**config.mk**
```make
export PLATFORM = sky130hd
export DESIGN_NAME = i2c_master_byte_engine
export DESIGN_NICKNAME = d
export VERILOG_FILES = /design/src/design/i2cm_pkg.sv /design/src/design/i2cm_apb_regs.sv /design/src/design/i2c_master_byte_engine.sv
export SDC_FILE = /design/constraint.sdc
export NUM_CORES = 1
export LEC_CHECK = 0
export BUFFER_PORTS_ARGS = -buffer_cell sky130_fd_sc_hd__buf_2
export CORE_UTILIZATION = 40
export CTS_BUF_LIST = sky130_fd_sc_hd__clkbuf_8
export DETAILED_ROUTE_END_ITERATION = 8
export PLACE_DENSITY = 0.61
export SLEW_MARGIN = 20
export SYNTH_ARGS = -nofsm -noshare
export SYNTH_HDL_FRONTEND = slang
export SYNTH_SLANG_ARGS = --single-unit
```
**constraint.sdc**
```tcl
create_clock -name i_clk -period 6.7 [get_ports i_clk]
set_clock_uncertainty 0.2 [all_clocks]
set_input_delay 1.005 -clock i_clk [delete_from_list [all_inputs] [get_ports i_clk]]
set_output_delay 1.005 -clock i_clk [all_outputs]
set_load 0.1 [all_outputs]
```
**src/design/i2cm_pkg.sv**
```systemverilog
// Package for the I2C master byte engine: phase and command codes,
// configuration register struct and register index constants. No dependencies.
package i2cm_pkg;

    localparam int CFG_ADDR_W = 4;
    localparam int S_TDATA_W  = 16;
    localparam int S_TUSER_W  = 2;
    localparam int M_TDATA_W  = 16;

    typedef enum logic [3:0] {
        PH_IDLE,
        PH_S0, PH_S1, PH_S2,
        PH_P0, PH_P1, PH_P2,
        PH_B0, PH_B1, PH_B2,
        PH_A0, PH_A1, PH_A2
    } t_phase;

    typedef enum logic [1:0] {
        FN_START = 2'd0,
        FN_STOP  = 2'd1,
        FN_WRITE = 2'd2,
        FN_READ  = 2'd3
    } t_func;

    typedef struct packed {
        logic [15:0] low_ticks;
        logic [15:0] high_ticks;
        logic [15:0] hold_ticks;
        logic        read_ack;
    } t_cfg;

    localparam logic [1:0] REG_LOW_TICKS  = 2'd0;
    localparam logic [1:0] REG_HIGH_TICKS = 2'd1;
    localparam logic [1:0] REG_HOLD_TICKS = 2'd2;
    localparam logic [1:0] REG_READ_ACK   = 2'd3;

endpackage

```
**src/design/i2cm_apb_regs.sv**
```systemverilog
// APB configuration registers of the I2C master byte engine.
// Depends on i2cm_pkg (t_cfg, register index constants).
module i2cm_apb_regs (
    input  logic                            i_clk,
    input  logic                            i_rst_n,
    input  logic                            psel,
    input  logic                            penable,
    input  logic                            pwrite,
    input  logic [i2cm_pkg::CFG_ADDR_W-1:0] paddr,
    input  logic [31:0]                     pwdata,
    output logic [31:0]                     prdata,
    output logic                            pready,
    output i2cm_pkg::t_cfg                  o_cfg
);

    i2cm_pkg::t_cfg r_cfg;
    logic           w_wr;

    assign pready = 1'b1;
    assign w_wr   = psel & penable & pwrite;
    assign o_cfg  = r_cfg;

    always_ff @(posedge i_clk) begin
        if (!i_rst_n) begin
            r_cfg.low_ticks  <= 16'd8;
            r_cfg.high_ticks <= 16'd8;
            r_cfg.hold_ticks <= 16'd8;
            r_cfg.read_ack   <= 1'b1;
        end else if (w_wr) begin
            unique case (paddr[3:2])
                i2cm_pkg::REG_LOW_TICKS:  r_cfg.low_ticks  <= pwdata[15:0];
                i2cm_pkg::REG_HIGH_TICKS: r_cfg.high_ticks <= pwdata[15:0];
                i2cm_pkg::REG_HOLD_TICKS: r_cfg.hold_ticks <= pwdata[15:0];
                i2cm_pkg::REG_READ_ACK:   r_cfg.read_ack   <= pwdata[0];
                default: ;
            endcase
        end
    end

    always_comb begin
        unique case (paddr[3:2])
            i2cm_pkg::REG_LOW_TICKS:  prdata = {16'd0, r_cfg.low_ticks};
            i2cm_pkg::REG_HIGH_TICKS: prdata = {16'd0, r_cfg.high_ticks};
            i2cm_pkg::REG_HOLD_TICKS: prdata = {16'd0, r_cfg.hold_ticks};
            i2cm_pkg::REG_READ_ACK:   prdata = {31'd0, r_cfg.read_ack};
            default:                  prdata = 32'd0;
        endcase
    end

endmodule

```
**src/design/i2c_master_byte_engine.sv**
```systemverilog
// I2C master byte engine top level: tick sequencer for SCL/SDA with an output register.
// Depends on i2cm_pkg and i2cm_apb_regs.
//
// channel   dir  handshake                 contents
// s_axis    in   tvalid/tready             one tick word: command offer and SDA sample
// m_axis    out  tvalid/tready             one line/status word per tick word
// apb       in   psel/penable, pready=1    low/high/hold ticks, read_ack
//
// One word enters per cycle unless input stalls; its result word is registered the same edge.
// The sequencer state advances only on accepted words; input stalls while the output
// register is full and not being taken. Synchronous active-low reset returns the bus to
// idle with SCL high and SDA released.
module i2c_master_byte_engine #(
    parameter int TICK_COUNT_WIDTH = 16
) (
    input  logic                            i_clk,
    input  logic                            i_rst_n,
    input  logic                            s_axis_tvalid,
    output logic                            s_axis_tready,
    // [0] cmd_valid, [8:1] wr_byte, [9] sda_in, [15:10] zero
    input  logic [i2cm_pkg::S_TDATA_W-1:0]  s_axis_tdata,
    // [1:0] func
    input  logic [i2cm_pkg::S_TUSER_W-1:0]  s_axis_tuser,
    output logic                            m_axis_tvalid,
    input  logic                            m_axis_tready,
    // [0] scl, [1] sda_out, [2] sda_oe, [3] busy_res, [4] done_res,
    // [12:5] rd_byte, [13] ack_received, [15:14] zero
    output logic [i2cm_pkg::M_TDATA_W-1:0]  m_axis_tdata,
    input  logic                            psel,
    input  logic                            penable,
    input  logic                            pwrite,
    input  logic [i2cm_pkg::CFG_ADDR_W-1:0] paddr,
    input  logic [31:0]                     pwdata,
    output logic [31:0]                     prdata,
    output logic                            pready
);

    localparam int VW = (TICK_COUNT_WIDTH < 16) ? TICK_COUNT_WIDTH : 16;
    localparam int DW = VW + 1;

    i2cm_pkg::t_cfg   w_cfg;
    i2cm_pkg::t_phase r_phase, n_phase;
    i2cm_pkg::t_func  r_cmd, n_cmd;
    logic [3:0]       r_bit, n_bit;
    logic [DW-1:0]    r_tick, n_tick;
    logic [7:0]       r_shift, n_shift;
    logic             r_ack, n_ack;
    logic [7:0]       r_rd, n_rd;
    logic             r_scl, n_scl;
    logic             r_sda, n_sda;
    logic             r_oe, n_oe;
    logic             r_out_valid;
    logic [i2cm_pkg::M_TDATA_W-1:0] r_out_data, n_out_data;

    logic          w_accept;
    logic          in_cv, in_sda;
    logic [7:0]    in_wr;
    i2cm_pkg::t_func in_fn;

    logic [VW-1:0] m_low, m_high, m_hold;
    logic [VW-1:0] tv_low, tv_high, tv_hold, hl_raw, tv_half;

    i2cm_apb_regs u_regs (
        .i_clk   (i_clk),
        .i_rst_n (i_rst_n),
        .psel    (psel),
        .penable (penable),
        .pwrite  (pwrite),
        .paddr   (paddr),
        .pwdata  (pwdata),
        .prdata  (prdata),
        .pready  (pready),
        .o_cfg   (w_cfg)
    );

    assign s_axis_tready = !r_out_valid || m_axis_tready;
    assign w_accept      = s_axis_tvalid && s_axis_tready;
    assign m_axis_tvalid = r_out_valid;
    assign m_axis_tdata  = r_out_data;

    assign in_cv  = s_axis_tdata[0];
    assign in_wr  = s_axis_tdata[8:1];
    assign in_sda = s_axis_tdata[9];
    assign in_fn  = i2cm_pkg::t_func'(s_axis_tuser);

    // zero times count as one tick
    assign m_low   = w_cfg.low_ticks[VW-1:0];
    assign m_high  = w_cfg.high_ticks[VW-1:0];
    assign m_hold  = w_cfg.hold_ticks[VW-1:0];
    assign tv_low  = (m_low  == '0) ? VW'(1) : m_low;
    assign tv_high = (m_high == '0) ? VW'(1) : m_high;
    assign tv_hold = (m_hold == '0) ? VW'(1) : m_hold;
    assign hl_raw  = tv_low >> 1;
    assign tv_half = (hl_raw == '0) ? VW'(1) : hl_raw;

    always_comb begin
        i2cm_pkg::t_phase ph;
        logic             s, d, oe, rd, ackv, done, busy, out_sda;
        logic [DW-1:0]    dur, tick_inc;

        n_phase  = r_phase;
        n_cmd    = r_cmd;
        n_bit    = r_bit;
        n_tick   = r_tick;
        n_shift  = r_shift;
        n_ack    = r_ack;
        n_rd     = r_rd;
        n_scl    = r_scl;
        n_sda    = r_sda;
        n_oe     = r_oe;
        s        = r_scl;
        d        = r_sda;
        oe       = r_oe;
        done     = 1'b0;
        dur      = DW'(1);
        tick_inc = '0;

        if (r_phase == i2cm_pkg::PH_IDLE && in_cv) begin
            n_cmd   = in_fn;
            n_bit   = 4'd0;
            n_tick  = '0;
            n_shift = (in_fn == i2cm_pkg::FN_WRITE) ? in_wr : 8'd0;
            unique case (in_fn)
                i2cm_pkg::FN_START: n_phase = i2cm_pkg::PH_S0;
                i2cm_pkg::FN_STOP:  n_phase = i2cm_pkg::PH_P0;
                default:            n_phase = i2cm_pkg::PH_B0;
            endcase
        end

        ph   = n_phase;
        rd   = (n_cmd == i2cm_pkg::FN_READ);
        ackv = !w_cfg.read_ack;

        if (ph != i2cm_pkg::PH_IDLE) begin
            oe = 1'b1;
            unique case (ph)
                i2cm_pkg::PH_S0: begin s = 1'b1; d = 1'b1; dur = {1'b0, tv_high}; end
                i2cm_pkg::PH_S1: begin s = 1'b1; d = 1'b0; dur = {1'b0, tv_hold}; end
                i2cm_pkg::PH_S2: begin s = 1'b0; d = 1'b0; dur = {1'b0, tv_low}; end
                i2cm_pkg::PH_P0: begin s = 1'b0; d = 1'b0; dur = {tv_low, 1'b0}; end
                i2cm_pkg::PH_P1: begin s = 1'b1; d = 1'b0; dur = {tv_high, 1'b0}; end
                i2cm_pkg::PH_P2: begin s = 1'b1; d = 1'b1; dur = {1'b0, tv_hold}; end
                i2cm_pkg::PH_B0: begin
                    s = 1'b0; d = n_shift[7]; oe = !rd; dur = {1'b0, tv_half};
                end
                i2cm_pkg::PH_B1: begin
                    s = 1'b1; d = n_shift[7]; oe = !rd; dur = {1'b0, tv_high};
                end
                i2cm_pkg::PH_B2: begin
                    s = 1'b0; d = n_shift[7]; oe = !rd; dur = {1'b0, tv_half};
                end
                i2cm_pkg::PH_A0: begin s = 1'b0; d = rd & ackv; dur = {1'b0, tv_half}; end
                i2cm_pkg::PH_A1: begin
                    s = 1'b1; d = rd & ackv; oe = rd; dur = {1'b0, tv_high};
                end
                default: begin s = 1'b0; d = rd & ackv; dur = {1'b0, tv_half}; end
            endcase
            n_scl = s;
            n_sda = d;
            n_oe  = oe;

            tick_inc = n_tick + DW'(1);
            if (tick_inc >= dur) begin
                n_tick = '0;
                unique case (ph)
                    i2cm_pkg::PH_S0: n_phase = i2cm_pkg::PH_S1;
                    i2cm_pkg::PH_S1: n_phase = i2cm_pkg::PH_S2;
                    i2cm_pkg::PH_S2: begin n_phase = i2cm_pkg::PH_IDLE; done = 1'b1; end
                    i2cm_pkg::PH_P0: n_phase = i2cm_pkg::PH_P1;
                    i2cm_pkg::PH_P1: n_phase = i2cm_pkg::PH_P2;
                    i2cm_pkg::PH_P2: begin n_phase = i2cm_pkg::PH_IDLE; done = 1'b1; end
                    i2cm_pkg::PH_B0: n_phase = i2cm_pkg::PH_B1;
                    i2cm_pkg::PH_B1: begin
                        if (rd) n_shift = {n_shift[6:0], in_sda};
                        n_phase = i2cm_pkg::PH_B2;
                    end
                    i2cm_pkg::PH_B2: begin
                        if (!rd) n_shift = {n_shift[6:0], 1'b0};
                        n_bit   = n_bit + 4'd1;
                        n_phase = (n_bit >= 4'd8) ? i2cm_pkg::PH_A0 : i2cm_pkg::PH_B0;
                    end
                    i2cm_pkg::PH_A0: n_phase = i2cm_pkg::PH_A1;
                    i2cm_pkg::PH_A1: begin
                        if (!rd) n_ack = !in_sda;
                        n_phase = i2cm_pkg::PH_A2;
                    end
                    default: begin
                        if (rd) n_rd = n_shift;
                        n_phase = i2cm_pkg::PH_IDLE;
                        done    = 1'b1;
                    end
                endcase
            end else begin
                n_tick = tick_inc;
            end

            // bus released after a stop
            if (done && n_cmd == i2cm_pkg::FN_STOP) begin
                n_oe  = 1'b0;
                n_sda = 1'b1;
            end
        end

        out_sda    = oe ? d : 1'b1;
        busy       = (n_phase != i2cm_pkg::PH_IDLE);
        n_out_data = {2'b00, n_ack, n_rd, done, busy, oe, out_sda, s};
    end

    always_ff @(posedge i_clk) begin
        if (!i_rst_n) begin
            r_phase     <= i2cm_pkg::PH_IDLE;
            r_cmd       <= i2cm_pkg::FN_START;
            r_bit       <= 4'd0;
            r_tick      <= '0;
            r_shift     <= 8'd0;
            r_ack       <= 1'b0;
            r_rd        <= 8'd0;
            r_scl       <= 1'b1;
            r_sda       <= 1'b1;
            r_oe        <= 1'b0;
            r_out_valid <= 1'b0;
        end else begin
            if (w_accept) begin
                r_phase <= n_phase;
                r_cmd   <= n_cmd;
                r_bit   <= n_bit;
                r_tick  <= n_tick;
                r_shift <= n_shift;
                r_ack   <= n_ack;
                r_rd    <= n_rd;
                r_scl   <= n_scl;
                r_sda   <= n_sda;
                r_oe    <= n_oe;
                r_out_valid <= 1'b1;
            end else if (m_axis_tready) begin
                r_out_valid <= 1'b0;
            end
        end
    end

    always_ff @(posedge i_clk) begin
        if (w_accept) begin
            r_out_data <= n_out_data;
        end
    end

endmodule

```
==> results of run 1 <==
-- layer usage --
layer | GRT usage, % | routed length, um
met1 | 32.3 | 9510
met2 | 33.5 | 8430
met3 | 3.97 | 1310
met4 | 9.15 | 488
met5 | 0 | 0
-- metrics by stage --
| step | hold slack [ns] | total power, mW | utilization (%) |
|---|---|---|---|
| floorplan | 0.222 | 1.10 | - |
| global placement | 0.244 | 1.19 | 43.9 |
| detailed placement | 0.247 | 1.19 | 43.9 |
| CTS | 0.265 | 1.59 | 45.0 |
| global route | 0.286 | 1.65 | 45.0 |
| finish | 0.261 | 1.58 | 45.0 |
-- tightest hold or removal path, cell delays in order (launching register included) --
cell and delay, ns:
dfxtp_1 0.31, inv_1 0.06, a32oi_1 0.05
-- where the power goes --
group,internal (mW),switching (mW),leakage (nW)
Sequential,0.696,0.0255,0.924
Clock,0.141,0.260,0.0965
Combinational,0.116,0.346,1.84
Total,0.953,0.631,2.86
-- synth_stat cells (7+ instances only) --
library cell / n / area (um2)
buf_4: 21 / 158
a31oi_1: 9 / 56.3
nand3_1: 39 / 195
o211ai_1: 9 / 67.6
inv_1: 14 / 52.6
buf_2: 8 / 40.0
dfxtp_1: 97 / 1940
nand2_1: 189 / 709
a22o_1: 16 / 140
clkbuf_1: 42 / 158
a221oi_2: 9 / 135
edfxtp_1: 14 / 420
o21ai_0: 40 / 200
a21oi_1: 72 / 360
nor4_1: 12 / 75.1
nor2_1: 34 / 128
and2_1: 11 / 68.8
nand4_1: 7 / 43.8
mux2i_1: 26 / 260
nor3_1: 9 / 45.0
a222oi_1: 14 / 140
xor2_1: 10 / 87.6
ha_1: 19 / 238
-- state kept, by name, summed over array words and instances, names as in the netlist, 2 cells and up --
register	cells
r_shift	8
m_axis_tdata	14
r_phase	4
u_regs.o_cfg	49
r_cmd	2
r_tick	17
r_bit	4
r_rd	8
-- area by class of cell --
cell class | instances | area [um2]
Clock buffer | 9 | 124
Clock inverter | 7 | 56.3
Fill cell | 1732 | 9210
Inverter | 14 | 52.6
Multi-Input combinational cell | 668 | 4220
Sequential cell | 111 | 2360
Tap cell | 220 | 275
Timing Repair Buffer | 83 | 453
-- cells by family after synthesis --
family	Yosys count
other	2
AO/OA/AOI/OAI	237
flip-flops	111
AND/OR/NAND/NOR	345
adder cells (fa/ha/maj)	19
XOR/XNOR	15
multiplexers	33
buffers and inverters	91
-- placed cells by master, fill, tap and decap left out, drive strengths merged, types with 7 or more instances in the layout --
cell type / instances
a21oi: 74
a221oi: 13
a222oi: 14
a22o: 16
a31oi: 10
and2: 12
buf: 83
clkbuf: 9
conb: 19
dfxtp: 97
edfxtp: 14
ha: 19
inv: 17
mux2i: 26
nand2: 189
nand3: 40
nand4: 7
nor2: 35
nor3: 13
nor4: 15
o211ai: 10
o21ai: 41
xor2: 10
-- worst paths after layout --
check | slack (ns) | from | cells past startpoint | endpoint
setup / recovery | 1.23 | r_phase[0] | 14 | r_tick[8]
hold reg to reg | 0.26 | r_sda | 2 | r_sda
setup reg to reg | 1.23 | r_phase[0] | 14 | r_tick[8]
hold / removal | 0.26 | r_sda | 2 | r_sda
==> summary.md, run 1 <==
| Metric | Value |
|---|---|
| Worst Hold Class | reg2reg |
| CTS buffer count | 9 |
| Router iterations before antenna repair | 6 |
| I/O pin count | 112 |
| Antenna cells | 0 |
| Setup ws final | 1.23 ns |
| Growth of design area from synthesis to finish | 8.39% |
| DRC viols | 0 |
| Slew @ Worst Pin | 0.887 ns |
| Most used flip-flop cell after synthesis | dfxtp_1 |
| Die Height | 134 um |
| Tcrit/Tclk final | 81.6% |
| Vias in the first global route | 5947 |
| GPL Wtd Cong | 0.888 |
| Post-Synth Simple-Gate Area | 23.7% |
| Place WS | 1.12 ns |
| Maxcap violations | 0 |
| Detailed placement HPWL | 13500 um |
| CTS sink count | 111 |
| Total negative slack | 0 ns |
| Final Hold Fails | 0 |
| Site Rows | 47 |
| Largest net degree at the start of global routing | 58 |
| Root buf cell | clkbuf_8 |
| H-tree depth | 3 |
| Power per cell area | 210 nW/um2 |
| CP peak stage delay | 0.66 ns |
| Congestion Overflow GR | 0 |
| CTS tree | built |
| GRT Total Usage | 22.6% |
| Rel. slew slack | 40.8% |
| Count of state elements after synthesis | 111 |
| Clk Latency, worst-skew pair | 0.41 ns |
| Placed Cells incl. Taps | 1096 |
| Hold buffers post-CTS | 0 |
| Register area share after synthesis | 33.9% |
| Fmax | 183 MHz |
| Routed vias | 6457 |
| Syn_area_per_cell | 8.16 um2 |
| Gate Count Post-Synth | 853 |
| Full die area | 17900 um2 |
| Cell Count, Final, Fillers Out | 1112 |
| Post-synth EDFFs | 14 |
| Initial antenna violation count | 0 |
| Worst EP required | 6.85 ns |
| Final WL | 19700 um |
| Fraction of layout cells with a size suffix above 1 | 15.7% |
| Setup crit start kind | flop |
| Dpl cell area | 7370 um2 |
| Synth Area in Adders | 3.41% |
| Gates resized, CTS repair | 0 |
| Leak Pwr | 2.86 nW |
| Mux cell area share after synthesis | 5.36% |
| Port buffer count | 68 |
| # setup viols final | 0 |
| Synth Warn # | 0 |
| Drt first-iter violations | 550 |
| Nets | 967 |
| Effective utilization at floorplan | 41.5% |
| Minimum clock period | 5.47 ns |
| RSZ-0062 raised after global routing | false |
| Synth unique cells | 89 |
| Crit path kind | reg2reg |
| Post-synthesis xor/xnor area fraction | 1.89% |
| WL/cell | 17.7 um |
| Die width | 134 um |
| Worst Path Arrival | 5.62 ns |
| Post-CTS Setup Inserts | 0 |
| Complex-gate fraction of the synthesized area | 25.3% |
| Clock transition at the registers of the reported paths | 0.11 ns |
| Core Area | 16800 um2 |
| Run status | complete, no violations |
| Post-Syn Area | 6960 um2 |
| Max VDD drop | 0.117 mV |
| Slowest cell on the critical path | nor4_4 |
| First-pass GRT wire length | 32100 um |
| ANT nets after route | 0 |
| Cell Chain, Critical Path | nor4_4, and2_1, o31a_1, o211ai_4, buf_4, nor3_2, mux2i_1, ha_1, a211o_1, a21oi_1, and2_1, a21oi_2, nor3_4, a22o_1 |
| Final Cell Area | 7550 um2 |
| Fraction of registers with async set/reset | 0% |
| Worst-case clock buffer depth | 2 |
| Critical Path Sink Type | flop |
| Worst Path Max Fanout | 22 |
| Via-per-instance ratio | 5.81 |
| Slew Limit Fails | 0 |
| Crit-path most repeated cell | and2_1 |
| Main combinational cell family by area after synthesis | compound AO/OA/AOI/OAI gates |
| Delay-heaviest family, CP | simple AND/OR/NAND/NOR gates |
| CP bufs+invs | 1 |
Power figures use the tool's default switching activity.
==> run 2, diff against run 1 <==
--- a/config.mk
+++ b/config.mk
@@ -9,7 +9,7 @@
 export CORE_UTILIZATION = 40
 export CTS_BUF_LIST = sky130_fd_sc_hd__clkbuf_8
 export DETAILED_ROUTE_END_ITERATION = 8
-export PLACE_DENSITY = 0.61
+export PLACE_DENSITY = 0.63
 export SLEW_MARGIN = 20
 export SYNTH_ARGS = -nofsm -noshare
 export SYNTH_HDL_FRONTEND = slang
==> constraint.sdc (replaced) <==
create_clock -name i_clk -period 4.7 [get_ports i_clk]
set_clock_uncertainty 0.2 [all_clocks]
set_input_delay 0.705 -clock i_clk [delete_from_list [all_inputs] [get_ports i_clk]]
set_output_delay 0.705 -clock i_clk [all_outputs]
set_load 0.1 [all_outputs]
==> run 2 against run 1 <==
Net effect:
- critical path depth increased by 1
- global-route usage about the same
- wire length about the same
- sequential power increased by 41%
- total power increased by 50%
- die area unchanged
- first-iteration DRC count increased by 34%
- non-clock buffer count increased by 36
- flip-flop and latch count unchanged
- critical endpoint is now m_axis_tdata[8]
- largest cell class unchanged
==> summary.md, run 2 (synthesized netlist as in run 1, its figures left out) <==
| Metric | Value |
|---|---|
| Run status | complete, no violations (unchanged) |
| Routed vias | 6661 (was 6457) |
| Power per cell area | 302 nW/um2 (was 210 nW/um2) |
| Crit-path most repeated cell | buf_4 (was and2_1) |
| First-pass GRT wire length | 32500 um (was 32100 um) |
| Antenna cells | 0 (unchanged) |
| Worst EP required | 4.65 ns (was 6.85 ns) |
| Fraction of layout cells with a size suffix above 1 | 19.2% (was 15.7%) |
| Sw Share | 38.0% (was 39.8%) |
| Root buf cell | clkbuf_8 (unchanged) |
| Final WL | 19700 um (about the same) |
| Final Hold Fails | 0 (unchanged) |
| Router iterations before antenna repair | 7 (was 6) |
| Comb pwr share | 31.8% (was 29.1%) |
| Congestion Overflow GR | 0 (unchanged) |
| GRT Total Usage | 22.6% (about the same) |
| Worst hold margin | 0.262 ns (was 0.261 ns) |
| CP peak stage delay | 0.41 ns (was 0.66 ns) |
| Dpl cell area | 7680 um2 (was 7370 um2) |
| Site Rows | 47 (unchanged) |
| Die width | 134 um (unchanged) |
| Drt first-iter violations | 736 (was 550) |
| Full die area | 17900 um2 (unchanged) |
| Rel. slew slack | 44.7% (was 40.8%) |
| Core Area | 16800 um2 (unchanged) |
| DRC viols | 0 (unchanged) |
| # setup viols final | 0 (unchanged) |
| Slew Limit Fails | 0 (unchanged) |
| Slowest cell on the critical path | dfxtp_1 (was nor4_4) |
| GPL Wtd Cong | 0.956 (was 0.888) |
| Final Cell Area | 7880 um2 (was 7550 um2) |
| Switching pwr | 0.903 mW (was 0.631 mW) |
| Most frequent cells in the layout | 189 x nand2_1, 96 x dfxtp_1, 71 x a21oi_1, 68 x buf_2, 49 x buf_4 (was 189 x nand2_1, 97 x dfxtp_1, 72 x a21oi_1, 68 x buf_2, 40 x o21ai_0) |
| FILL cells | 1689 (was 1732) |
| Maxcap violations | 0 (unchanged) |
| Cell Count, Final, Fillers Out | 1148 (was 1112) |
| Slew @ Worst Pin | 0.828 ns (was 0.887 ns) |
| Flop pwr share | 42.7% (was 45.6%) |
| Critical Path Sink Type | flop (unchanged) |
| Minimum clock period | 4.40 ns (was 5.47 ns) |
| CTS sink count | 111 (unchanged) |
| Place WS | -0.0728 ns (was 1.12 ns) |
| Worst Path Max Fanout | 20 (was 22) |
| Clk pwr share | 25.4% (was 25.3%) |
| CP bufs+invs | 4 (was 1) |
| Crit path kind | reg2reg (unchanged) |
| Clock transition at the registers of the reported paths | 0.11 ns (about the same) |
| Via-per-instance ratio | 5.80 (was 5.81) |
| ANT nets after route | 0 (unchanged) |
| Effective utilization at floorplan | 41.5% (unchanged) |
| Delay-heaviest family, CP | simple AND/OR/NAND/NOR gates (unchanged) |
| CTS buffer count | 9 (unchanged) |
| Placed Cells incl. Taps | 1132 (was 1096) |
| Setup crit start kind | flop (unchanged) |
| Worst-case clock buffer depth | 2 (unchanged) |
| CTS tree | built (unchanged) |
| Growth of design area from synthesis to finish | 13.2% (was 8.39%) |
| Die Height | 134 um (unchanged) |
| H-tree depth | 3 (unchanged) |
| Worst Hold Class | reg2reg (unchanged) |
| Largest net degree at the start of global routing | 57 (was 58) |
| I/O pin count | 112 (unchanged) |
| Vias in the first global route | 6176 (was 5947) |
| Leak Pwr | 3.06 nW (was 2.86 nW) |
| Pint | 1.48 mW (was 0.953 mW) |
| Worst Path Arrival | 4.36 ns (was 5.62 ns) |
| Max VDD drop | 0.159 mV (was 0.117 mV) |
| Fmax | 227 MHz (was 183 MHz) |
| RSZ-0062 raised after global routing | false (unchanged) |
| Tcrit/Tclk final | 93.6% (was 81.6%) |
| Port buffer count | 68 (unchanged) |
| Total negative slack | 0 ns (unchanged) |
| WL/cell | 17.2 um (was 17.7 um) |
| Setup ws final | 0.298 ns (was 1.23 ns) |
| Cell Chain, Critical Path | buf_4, inv_1, nand3_1, o211ai_4, buf_4, nor3_2, buf_4, a2bb2oi_1, ha_1, nor3b_1, o21ai_1, a221oi_4, a21boi_4, and2_4, mux2_4 (was nor4_4, and2_1, o31a_1, o211ai_4, buf_4, nor3_2, mux2i_1, ha_1, a211o_1, a21oi_1, and2_1, a21oi_2, nor3_4, a22o_1) |
| Initial antenna violation count | 0 (unchanged) |
| Max reg flops | 49 (unchanged) |
| Detailed placement HPWL | 14100 um (was 13500 um) |
| Nets | 1003 (was 967) |
| Clk Latency, worst-skew pair | 0.39 ns (was 0.41 ns) |
| Commonest non-fill, non-tap cell in the layout | nand2_1 (unchanged) |
[run 2: changes by cell type in the layout (fill, tap and decap cells not counted), sizes merged]
cell	previous run	this run
buf	83	119
bufinv	0	1
clkinv	4	2
clkinvlp	0	1
[run 2: area by class of cell]
type	instances	area, um2	area share [%]
clock buffers	9	124	1.57
clock inverters	7	73.8	0.937
inverters	14	52.6	0.667
multi-input cells	668	4240	53.8
flip-flops and latches	111	2360	30.0
well taps	220	275	3.49
repair buffers	119	748	9.50
[run 2: timing repair]
action                                  CTS  global route
hold buffers                              0             0
gates resized for setup                   0             1
endpoints found under the setup margin    0             1
buffers inserted                          0             0
[run 2: final timing paths]
| kind | startpoint | endpoint | slack (ns) | cells after the start |
|---|---|---|---|---|
| setup reg to reg | r_phase[0] | m_axis_tdata[8] | 0.30 | 15 |
| hold reg to reg | r_sda | r_sda | 0.26 | 2 |
| setup / recovery | r_phase[0] | m_axis_tdata[8] | 0.30 | 15 |
| hold / removal | r_sda | r_sda | 0.26 | 2 |
[run 2: routing by layer]
metal | vias up | share of wire (%) | track usage (%)
li1 | 3236 | - | -
met2 | 242 | 44 | 34.5
met3 | 26 | 6.1 | 3.21
met1 | 3157 | 48 | 32.8
met5 | - | 0 | 0
met4 | 0 | 1.5 | 6.94
[run 2: stage by stage]
| stage | utilization [%] | power, mW |
|---|---|---|
| after floorplan | - | 1.58 |
| after global placement | 45.8 | 1.79 |
| after detailed placement | 45.8 | 1.79 |
| after CTS | 47.0 | 2.39 |
| after global routing | 47.0 | 2.49 |
| final | 47.0 | 2.38 |
[run 2: worst register-to-register path: cells and delay by family, from the launching register on]
family | cells | cell delay (ns)
compound gates | 5 | 1.04
fa+ha+maj | 1 | 0.28
simple gates | 4 | 1.07
flops | 1 | 0.41
mux | 1 | 0.30
buf+inv | 4 | 0.86
[run 2: power groups by stage]
| stage | logic [mW] | registers [mW] | clock network, mW |
|---|---|---|---|
| after global placement | 0.749 | 1.04 | 0 |
| final | 0.757 | 1.02 | 0.605 |
| after global routing | 0.808 | 1.02 | 0.658 |
| after CTS | 0.753 | 1.02 | 0.622 |
| after detailed placement | 0.751 | 1.04 | 0 |
| after floorplan | 0.464 | 1.11 | 0 |
